<file path="src/rtl/gcm_pkg.sv">
// Shared types and constants of the greedy change maker.
package gcm_pkg;

  // Field widths.
  localparam int unsigned AMOUNT_W = 24;
  localparam int unsigned DENOM_W  = 16;
  localparam int unsigned COUNT_W  = 3;
  localparam int unsigned CFG_IDX_W = 4;

  // Register indexes on the configuration port.
  localparam logic [CFG_IDX_W-1:0] REG_DENOM_COUNT = 4'd0;
  localparam logic [CFG_IDX_W-1:0] REG_DENOM_BASE  = 4'd1;

  // Number of denomination register slots and their reset values.
  localparam int unsigned DENOM_SLOTS = 7;
  localparam logic [COUNT_W-1:0] DENOM_COUNT_RESET = 3'd7;
  localparam logic [DENOM_W-1:0] DENOM_RESET [DENOM_SLOTS] = '{
    16'd50000, 16'd10000, 16'd2000, 16'd500, 16'd100, 16'd10, 16'd1
  };

  // Result of one division.
  typedef struct packed {
    logic [AMOUNT_W-1:0] quotient;
    logic [DENOM_W-1:0]  remainder;
  } div_res_t;

endpackage

</file>
<file path="src/rtl/gcm_div.sv">
// Radix-2 restoring divider: one quotient bit per cycle.
module gcm_div (
  input  logic                     clk_i,
  input  logic                     rst_ni,
  input  logic                     start_i,
  input  logic [gcm_pkg::AMOUNT_W-1:0] dividend_i,
  input  logic [gcm_pkg::DENOM_W-1:0]  divisor_i,
  output logic                     done_o,
  output gcm_pkg::div_res_t        res_o
);
  import gcm_pkg::*;

  localparam int unsigned CNT_W = $clog2(AMOUNT_W + 1);
  localparam logic [CNT_W-1:0] LAST_STEP = CNT_W'(AMOUNT_W - 1);

  logic               run_q, run_d;
  logic               done_q, done_d;
  logic [CNT_W-1:0]   cnt_q, cnt_d;
  logic [AMOUNT_W-1:0] dvd_q, dvd_d;
  logic [DENOM_W-1:0] rem_q, rem_d;
  logic [DENOM_W-1:0] dvs_q, dvs_d;
  logic [DENOM_W:0]   trial;
  logic [DENOM_W+1:0] diff;
  logic               q_bit;

  // Shift in the next dividend bit and try to subtract the divisor.
  assign trial = {rem_q, dvd_q[AMOUNT_W-1]};
  assign diff  = {1'b0, trial} - {2'b00, dvs_q};
  assign q_bit = ~diff[DENOM_W+1];

  always_comb begin
    run_d  = run_q;
    done_d = 1'b0;
    cnt_d  = cnt_q;
    dvd_d  = dvd_q;
    rem_d  = rem_q;
    dvs_d  = dvs_q;
    if (start_i) begin
      run_d = 1'b1;
      cnt_d = '0;
      dvd_d = dividend_i;
      rem_d = '0;
      dvs_d = divisor_i;
    end else if (run_q) begin
      dvd_d = {dvd_q[AMOUNT_W-2:0], q_bit};
      rem_d = q_bit ? diff[DENOM_W-1:0] : trial[DENOM_W-1:0];
      cnt_d = cnt_q + 1'b1;
      if (cnt_q == LAST_STEP) begin
        run_d  = 1'b0;
        done_d = 1'b1;
      end
    end
  end

  // Control state.
  always_ff @(posedge clk_i or negedge rst_ni) begin
    if (!rst_ni) begin
      run_q  <= 1'b0;
      done_q <= 1'b0;
      cnt_q  <= '0;
    end else begin
      run_q  <= run_d;
      done_q <= done_d;
      cnt_q  <= cnt_d;
    end
  end

  // Datapath registers.
  always_ff @(posedge clk_i) begin
    dvd_q <= dvd_d;
    rem_q <= rem_d;
    dvs_q <= dvs_d;
  end

  assign done_o          = done_q;
  assign res_o.quotient  = dvd_q;
  assign res_o.remainder = rem_q;

endmodule

</file>
<file path="src/rtl/greedy_change_maker_unit.sv">
// Greedy coin change over configured denominations, top level.
//
//  channel   | direction | handshake                   | contents
//  ----------+-----------+-----------------------------+-----------------------------------
//  request   | in        | start && !busy              | amount_cents_i
//  config    | in        | cfg_valid_i && cfg_ready_o  | cfg_index_i, cfg_data_i
//  result    | out       | out_strobe_o, one cycle     | piece_count_o, piece_value_o,
//            |           |                             | unpaid_rest_o, last_o
//
// For each denomination in use the block spends a selection step, a division in the
// shared bit-serial divider and a hand-over back to selection; a zero denomination is
// skipped at selection without a division. busy stays high for the
// whole request. After reset the block is ready at once with the reset
// denominations. The receiver cannot stall; each result word is shown for one cycle,
// the last one in the cycle in which busy has dropped again.
module greedy_change_maker_unit #(
  parameter int unsigned MAX_DENOMS = 7
) (
  input  logic                          clk_i,
  input  logic                          rst_ni,
  input  logic                          start,
  output logic                          busy,
  input  logic [gcm_pkg::AMOUNT_W-1:0]  amount_cents_i,
  input  logic                          cfg_valid_i,
  output logic                          cfg_ready_o,
  input  logic [gcm_pkg::CFG_IDX_W-1:0] cfg_index_i,
  input  logic [gcm_pkg::DENOM_W-1:0]   cfg_data_i,
  output logic                          out_strobe_o,
  output logic [gcm_pkg::AMOUNT_W-1:0]  piece_count_o,
  output logic [gcm_pkg::DENOM_W-1:0]   piece_value_o,
  output logic [gcm_pkg::DENOM_W-1:0]   unpaid_rest_o,
  output logic                          last_o
);
  import gcm_pkg::*;

  localparam int unsigned IDX_W = (MAX_DENOMS > 1) ? $clog2(MAX_DENOMS) : 1;
  localparam logic [COUNT_W-1:0] MAX_N = COUNT_W'(MAX_DENOMS);

  localparam logic [1:0] S_IDLE = 2'd0;
  localparam logic [1:0] S_LOAD = 2'd1;
  localparam logic [1:0] S_DIV  = 2'd2;
  localparam logic [1:0] S_FIN  = 2'd3;

  logic [1:0]          state_q, state_d;
  logic [COUNT_W-1:0]  count_q;
  logic [DENOM_W-1:0]  denom_q [MAX_DENOMS];
  logic [COUNT_W-1:0]  idx_q, idx_d;
  logic [COUNT_W-1:0]  n_act;
  logic [AMOUNT_W-1:0] rest_q, rest_d;
  logic [DENOM_W-1:0]  cur_denom;
  logic                pend_q, pend_d;
  logic [AMOUNT_W-1:0] pend_cnt_q, pend_cnt_d;
  logic [DENOM_W-1:0]  pend_val_q, pend_val_d;
  logic                ov_q, ov_d;
  logic [AMOUNT_W-1:0] oc_q, oc_d;
  logic [DENOM_W-1:0]  oval_q, oval_d;
  logic [DENOM_W-1:0]  orest_q, orest_d;
  logic                olast_q, olast_d;
  logic [DENOM_W-1:0]  rest_sat;
  logic                div_start;
  logic                div_done;
  div_res_t            div_res;

  // Configuration writes; the block only sees them while idle.
  assign cfg_ready_o = (state_q == S_IDLE);

  always_ff @(posedge clk_i or negedge rst_ni) begin
    if (!rst_ni) begin
      count_q <= DENOM_COUNT_RESET;
      for (int i = 0; i < MAX_DENOMS; i++) begin
        denom_q[i] <= DENOM_RESET[i];
      end
    end else if (cfg_valid_i && cfg_ready_o) begin
      if (cfg_index_i == REG_DENOM_COUNT) begin
        count_q <= cfg_data_i[COUNT_W-1:0];
      end
      for (int i = 0; i < MAX_DENOMS; i++) begin
        if (cfg_index_i == REG_DENOM_BASE + CFG_IDX_W'(i)) begin
          denom_q[i] <= cfg_data_i;
        end
      end
    end
  end

  // Number of denominations in use, clamped to one and to MAX_DENOMS.
  always_comb begin
    if (count_q == '0) begin
      n_act = COUNT_W'(1);
    end else if (count_q > MAX_N) begin
      n_act = MAX_N;
    end else begin
      n_act = count_q;
    end
  end

  assign cur_denom = denom_q[idx_q[IDX_W-1:0]];
  assign rest_sat  = (rest_q > AMOUNT_W'({DENOM_W{1'b1}})) ? {DENOM_W{1'b1}}
                                                            : rest_q[DENOM_W-1:0];

  // Sequencer: walk the denominations, one division for each nonzero one, and hold back the
  // latest result word until it is known whether another one follows.
  always_comb begin
    state_d    = state_q;
    idx_d      = idx_q;
    rest_d     = rest_q;
    pend_d     = pend_q;
    pend_cnt_d = pend_cnt_q;
    pend_val_d = pend_val_q;
    div_start  = 1'b0;
    ov_d       = 1'b0;
    oc_d       = oc_q;
    oval_d     = oval_q;
    orest_d    = orest_q;
    olast_d    = olast_q;
    case (state_q)
      S_IDLE: begin
        if (start) begin
          state_d = S_LOAD;
          idx_d   = '0;
          rest_d  = amount_cents_i;
          pend_d  = 1'b0;
        end
      end
      S_LOAD: begin
        if (idx_q >= n_act) begin
          state_d = S_FIN;
        end else if (cur_denom == '0) begin
          idx_d = idx_q + 1'b1;
        end else begin
          div_start = 1'b1;
          state_d   = S_DIV;
        end
      end
      S_DIV: begin
        if (div_done) begin
          state_d = S_LOAD;
          idx_d   = idx_q + 1'b1;
          if (div_res.quotient != '0) begin
            rest_d = AMOUNT_W'(div_res.remainder);
            if (pend_q) begin
              ov_d    = 1'b1;
              oc_d    = pend_cnt_q;
              oval_d  = pend_val_q;
              orest_d = '0;
              olast_d = 1'b0;
            end
            pend_d     = 1'b1;
            pend_cnt_d = div_res.quotient;
            pend_val_d = cur_denom;
          end
        end
      end
      S_FIN: begin
        state_d = S_IDLE;
        ov_d    = 1'b1;
        oc_d    = pend_q ? pend_cnt_q : '0;
        oval_d  = pend_q ? pend_val_q : '0;
        orest_d = rest_sat;
        olast_d = 1'b1;
      end
      default: begin
        state_d = S_IDLE;
      end
    endcase
  end

  // Control state.
  always_ff @(posedge clk_i or negedge rst_ni) begin
    if (!rst_ni) begin
      state_q <= S_IDLE;
      idx_q   <= '0;
      pend_q  <= 1'b0;
      ov_q    <= 1'b0;
    end else begin
      state_q <= state_d;
      idx_q   <= idx_d;
      pend_q  <= pend_d;
      ov_q    <= ov_d;
    end
  end

  // Datapath and output registers.
  always_ff @(posedge clk_i) begin
    rest_q     <= rest_d;
    pend_cnt_q <= pend_cnt_d;
    pend_val_q <= pend_val_d;
    oc_q       <= oc_d;
    oval_q     <= oval_d;
    orest_q    <= orest_d;
    olast_q    <= olast_d;
  end

  gcm_div u_div (
    .clk_i      (clk_i),
    .rst_ni     (rst_ni),
    .start_i    (div_start),
    .dividend_i (rest_q),
    .divisor_i  (cur_denom),
    .done_o     (div_done),
    .res_o      (div_res)
  );

  assign busy          = (state_q != S_IDLE);
  assign out_strobe_o  = ov_q;
  assign piece_count_o = oc_q;
  assign piece_value_o = oval_q;
  assign unpaid_rest_o = orest_q;
  assign last_o        = olast_q;

endmodule

</file>
<file path="config.mk">
export PLATFORM = sky130hd
export DESIGN_NAME = greedy_change_maker_unit
export DESIGN_NICKNAME = d
export VERILOG_FILES = /design/src/rtl/gcm_pkg.sv /design/src/rtl/gcm_div.sv /design/src/rtl/greedy_change_maker_unit.sv
export SDC_FILE = /design/constraint.sdc
export NUM_CORES = 1
export LEC_CHECK = 0
export BUFFER_PORTS_ARGS = -buffer_cell sky130_fd_sc_hd__buf_4
export CAP_MARGIN = 20
export CORE_MARGIN = 2
export CORE_UTILIZATION = 65
export DETAILED_ROUTE_END_ITERATION = 16
export PLACE_DENSITY = 0.85
export REMOVE_ABC_BUFFERS = 1
export SYNTH_ARGS = -nofsm -noshare
export SYNTH_HDL_FRONTEND = slang
export SYNTH_HIERARCHICAL = 1
export SYNTH_SLANG_ARGS = --single-unit
</file>
<file path="constraint.sdc">
create_clock -name clk_i -period 10.7 [get_ports clk_i]
set_input_delay 0.535 -clock clk_i [delete_from_list [all_inputs] [get_ports clk_i]]
set_output_delay 0.535 -clock clk_i [all_outputs]
set_load 0.005 [all_outputs]
</file>
# Word level (Yosys, flattened, before mapping)
# Cells that the tools add are included.
totals:
  regBits: 306
  word_cells: 136
  in_bits: 48
classes:
  n_lt_le_gt_ge: 4
  n_eq_ne: 18
  bitwise_logic: 2
  add_sub_neg: 3
  mux: 60
  reduce_logical: 24
ops:
  columns: ["cell", "count"]
  rows:
  - ["two-way mux 24 bit", 9]
  - ["two-way mux 16 bit", 11]
  - ["case mux 24 bit (2 select lines)", 2]
  - ["case mux 16 bit (2 select lines)", 2]
  - ["binary-select mux 16 bit (select 3 bit)", 1]
  - ["> comparator 24 x 16 -> 1 bit (second input constant)", 1]
  - ["nonzero test 24 bit", 1]
  - ["two-way mux 1 bit", 18]
  - ["two-way mux 3 bit", 6]
  - ["subtractor 17 x 16 -> 18 bit", 1]
  - ["equality test 4 x 3 -> 1 bit (second input constant)", 4]
  - ["zero test 16 bit", 1]
  - ["AND reduction 2 bit", 8]
  - ["two-way mux 5 bit", 2]
  - ["inequality test 2 bit (second input constant)", 5]
  - ["case mux 3 bit (3 select lines)", 1]
  - ["equality test 4 x 2 -> 1 bit (second input constant)", 2]
  - ["two-way mux 2 bit", 4]
  - ["case mux 2 bit (4 select lines)", 1]
  - ["AND reduction 4 bit", 2]
  - ["nonzero test 2 bit", 4]
  - ["case mux 1 bit (2 select lines)", 3]
  - ["AND reduction 3 bit", 2]
  - ["adder 5 x 1 -> 5 bit (second input constant)", 1]
  - ["18 further kinds", 19]

# Longest topological paths before layout
depth:
  ltp_word: 9
  ltp_mapped: 15

# Hierarchy
# The synthesis kept the hierarchy.
by_module_without_submodules:
  columns: ["module", "seq_area_each_um2", "area_per_inst_um2", "cells_each", "n_inst"]
  rows:
  - ["greedy_change_maker_unit", 6726.5, 10237.3, 653, 1]
  - ["gcm_div", 1696.6, 3488.3, 316, 1]

# Worst setup path after synthesis
# OpenSTA, ideal clock, no wires.
synth_path:
  kind: "flip-flop to flip-flop"
  start: "reg state_q[0]"
  end: "reg olast_q, in the netlist last_o (enable)"
  setup_slack_ns: 5.089
  path_stages_with_launch: 6
  arrival_time_ns: 5.060
  cell_sequence: "dfrtp_1 > inv_1 > ha_1 > clkbuf_1 > clkbuf_1 > o21ai_0"
synth_between:
  elab_chain_len: 3
  elab_cells_between_ends: 7
synth_rtl:
  columns: ["item", "line_no", "source"]
  rows:
  - ["from (decl)", "greedy_change_maker_unit.sv:44", "logic [1:0] state_q, state_d;"]
  - ["from (signal assigned)", "greedy_change_maker_unit.sv:175", "state_q <= state_d;"]
  - ["equality test 2 bit", "greedy_change_maker_unit.sv:115", "case (state_q)"]
  - ["inequality test 2 bit (no line), or another cell as far along", null, null]
  - ["AND reduction 4 bit (no line) *", null, null]
  - ["to (signal assigned)", "greedy_change_maker_unit.sv:190", "olast_q <= olast_d;"]
  - ["to (decl)", "greedy_change_maker_unit.sv:58", "logic olast_q, olast_d;"]
# Mark *: on every way between the ends. The rest lies on a longest branch, timed or not.
# A chain may end at the register's enable or synchronous reset.

# Worst setup path in the final report
layout_path:
  start: "reg idx_q[1]"
  end: "reg u_div.dvd_q[3] (enable)"
layout_between:
  elab_chain_len: 9
  elab_cells_between_ends: 10
layout_rtl:
  columns: ["item", "line_no", "source"]
  rows:
  - ["from (decl)", "greedy_change_maker_unit.sv:47", "logic [COUNT_W-1:0] idx_q, idx_d;"]
  - ["from (signal assigned)", "greedy_change_maker_unit.sv:176", "idx_q <= idx_d;"]
  - ["inverter 3 -> 4 bit (not written as such)", "greedy_change_maker_unit.sv:96", "assign cur_denom = denom_q[idx_q[IDX_W-1:0]];"]
  - ["binary-select mux 16 bit (select 3 bit)", "greedy_change_maker_unit.sv:96", null]
  - ["two-way mux 16 bit (not written as such) (2 in a row)", "greedy_change_maker_unit.sv:96", null]
  - ["named net cur_denom[10]", "greedy_change_maker_unit.sv:50", "logic [DENOM_W-1:0] cur_denom;"]
  - ["zero test 16 bit", "greedy_change_maker_unit.sv:127", "end else if (cur_denom == '0) begin"]
  - ["two-way mux 1 bit", "greedy_change_maker_unit.sv:127", null]
  - ["two-way mux 1 bit", "greedy_change_maker_unit.sv:125", "if (idx_q >= n_act) begin"]
  - ["two-way mux 1 bit", "greedy_change_maker_unit.sv:115", null]
  - ["named net div_start", "greedy_change_maker_unit.sv:60", "logic div_start;"]
  - ["nonzero test 2 bit (no line)", null, null]
  - ["to (signal assigned)", "gcm_div.sv:70", "dvd_q <= dvd_d;"]
  - ["to (decl)", "gcm_div.sv:19", "logic [AMOUNT_W-1:0] dvd_q, dvd_d;"]
# The timed path passes the listed nets, and every way through them passes these cells. The select of a mux whose other input is x is not followed.

==> impl_metrics.toml <==
[synth]
yosysWarningCount = 6
synth_top_area_cell = "edfxtp_1"
ys_seq_elements = 306
synth-simple-area-share_pct = 7.92
syn-cell-area_um2 = 13700
synth_top_family_by_area = "multiplexers"
synthArstFlopShare_pct = 42.2
syn_avg_cell_area_um2 = 14.2
synth-compound-area-share_pct = 7.41
synth-xor-area-share_pct = 0.830
synth_edf_count = 161
ys_types = 77
synthMuxAreaShare_pct = 16.9
synthAdderAreaFrac_pct = 2.42
yosys.area.top_type_share_pct = 35.2
synthTopCellsByArea = "edfxtp_1 35%, dfrtp_1 18%, mux2_2 14%"
synth-main-ff-cell = "edfxtp_1"
synthCells = 969
ys_seq_area_share_pct = 61.4

[floorplanning]
rows = 53
start_util_pct = 65.7
die_area_um2 = 22300
num_io_pins = 108
core_area_um2 = 20900
die_width_um = 149
die_h_um = 149

[global_routing]
grt_pass1_vias = 8461
gr-total-overflow = 0
grt_max_degree = 67
grt_usage_pct = 25.8
antenna_found_initial = 0
grt_pass1_wl_um = 44800

[setup_path]
path_cells = "inv_2 -> nor2_1 -> a221oi_1 -> nor4_1 -> and4_4 -> nor2_4 -> nor2_1 -> inv_1"
required_ns = 10.81
critPathKind = "register to register"
critPathMaxFanout = 24
crit_path_end_kind = "register"
critPathBufInv = 2
path_delay_family = "simple AND/OR/NAND/NOR gates"
arrival_ns = 5.30
critPathLaunchType = "register"
cp_slowest_stage_delay_ns = 1.01
cpMostUsedCell = "nor2_1"
cp_slowest_cell = "dfrtp_1"

[final_layout]
syn2layout_area_growth_pct = 14.3
finalInstanceArea_um2 = 15700
drive_above_1_share_pct = 36.6
diodes = 0
nets = 1146

[timing]
slew_violations = 0
tightest_slew_ns = 1.06
hold_viol = 0
skew_ns = 0.0254
hold_ws_ns = 0.0669
layout_min_cycle_time_ns = 5.19
finalSetupTns_ns = 0
setup_viol = 0
fmax_mhz = 193
rsz0062_at_grt = "false"
fin_crit_sh_pct = 48.5
max_slew_margin_pct = 28.9

[clock_tree]
clock-sinks = 306
cts_tree = "done"
cts_made_buffers = 29
ctsHoldBuffers = 0
htreeDepth = 1
post_cts_buffers = 0
worstSkewPairLatency_ns = 0.56
clk_pin_slew_ns = 0.06
cts-root-buf = "clkbuf_16"
cts_buffer_depth = 3
cts_resized = 0

[detailed_routing]
wl_per_cell_um = 20.6
top_layer = "met4"
dr.pass1.iters = 6
wirelength_um = 28200
met1_length_um = 11400
vias = 8354
drcViolationCount = 0
met3_length_um = 1300
antenna_left = 0
wl_met2_um = 14500
initialDrtViolationCount = 593
viasPerCell = 6.10

[outcome]
outcome = "finished clean"

[run]
cap_violations = 0

[pwr]
power.density_nw_per_um2 = 318
peakVddDrop_uv = 190
p_leak_nw = 6.43

[place]
gp_congestion = 0.878
dpl.hpwl_um = 19200
io_buffer_count = 107
post_dp_cell_area_um2 = 14700

[worst_hold_path]
hold_path.class = "primary input to asynchronous set/reset pin"
cell type report:
| class | count | area, um2 |
|---|---|---|
| clock inverters | 15 | 126 |
| fillers | 1273 | 5200 |
| multi-input cells | 585 | 4900 |
| repair buffers | 119 | 945 |
| well taps | 275 | 344 |
| flip-flops and latches | 306 | 8420 |
| clock buffers | 39 | 838 |
| inverters | 31 | 116 |
sequential cells by signal, summed over array words and instances (netlist names), 3 cells and up:
| register | cells |
|---|---|
| pend_val_q | 16 |
| count_q | 3 |
| unpaid_rest_o | 16 |
| u_div/rem_q | 16 |
| u_div/dvs_q | 16 |
| rest_q | 24 |
| denom_q | 112 |
| piece_value_o | 16 |
| piece_count_o | 24 |
| idx_q | 3 |
| pend_cnt_q | 24 |
| u_div/cnt_q | 5 |
| u_div/dvd_q | 24 |
final timing paths:
kind | depth (start not counted) | startpoint | slack (ns) | to
worst min register to register | 0 | u_div/dvd_q[2]$_DFFE_PP_ | 0.49 | pend_cnt_q[2]$_DFFE_PP_
worst max register to register | 8 | idx_q[1]$_DFFE_PN0P_ | 5.51 | u_div/dvd_q[3]$_DFFE_PP_
min in group clk_i | 2 | cfg_data_i[8] | 0.26 | denom_q[8]$_DFFE_PN0P_
worst min-delay path | 1 | rst_ni | 0.07 | denom_q[98]$_DFFE_PN0P_
max in group asynchronous | 2 | rst_ni | 9.33 | denom_q[107]$_DFFE_PN0P_
worst max-delay path | 8 | idx_q[1]$_DFFE_PN0P_ | 5.51 | u_div/dvd_q[3]$_DFFE_PP_
Yosys cell counts, types with 3 or more instances:
cell type / instances
a21o_1: 6
a21oi_1: 18
a221oi_1: 32
and2_1: 42
buf_2: 4
buf_4: 3
buf_6: 7
clkbuf_1: 27
dfrtp_1: 97
dfstp_2: 32
dfxtp_1: 16
edfxtp_1: 161
ha_1: 25
inv_1: 27
mux2_2: 166
mux2_4: 5
mux2i_1: 37
nand2_1: 42
nand2b_1: 7
nand3_1: 3
nand4_1: 4
nor2_1: 67
nor2b_1: 8
nor3_1: 7
nor4_1: 12
o2111ai_1: 3
o211ai_1: 9
o21ai_0: 11
o221ai_1: 3
o311a_1: 3
o31ai_1: 3
xnor2_1: 8
xor2_1: 5
power by group:
group	total (mW)	internal (mW)	switching, mW
registers	2.09	1.83	0.261
logic	1.88	0.867	1.01
clock network	1.01	0.578	0.436
stage by stage:
stage                     instances  setup slack [ns]  power [mW]  utilization [%]
after floorplan                 922              4.16        3.34                -
after global placement         1312              5.95        3.84             70.1
after detailed placement       1313              5.66        3.94             70.2
after CTS                      1367              5.63        4.98             74.9
after global routing           1370              5.16        5.26             75.1
final                          1370              5.51        4.98             75.1
layer usage:
layer | up-vias | global-route usage, %
met3 | 75 | 4.16
met5 | - | 0
met2 | 255 | 45.1
met4 | 0 | 10.8
met1 | 4183 | 32.1
li1 | 3841 | -
cell families (layout without fill, tap and decap cells):
logic type / count (synthesis) / count (layout)
DFF: 306 / 306
AOI/OAI and AO/OA: 126 / 126
muxes: 208 / 208
adders and majority gates: 26 / 26
and+or+nand+nor: 212 / 212
buffers and inverters: 78 / 204
xor gates and xnor gates: 13 / 13
placed cells by master (no fill, tap or decap), drive strengths merged, types with 13 or more instances in the layout:
| cell type | synthesis | final |
|---|---|---|
| edfxtp | 161 | 161 |
| clkbuf | 29 | 39 |
| mux2 | 171 | 171 |
| ha | 25 | 25 |
| and2 | 42 | 42 |
| mux2i | 37 | 37 |
| nor2 | 69 | 69 |
| dfrtp | 97 | 97 |
| inv | 29 | 32 |
| dfxtp | 16 | 16 |
| nor4 | 13 | 13 |
| nand2 | 43 | 43 |
| a221oi | 34 | 34 |
| buf | 18 | 119 |
| a21oi | 21 | 21 |
| o21ai | 13 | 13 |
| dfstp | 32 | 32 |
Power figures use the tool's default switching activity.
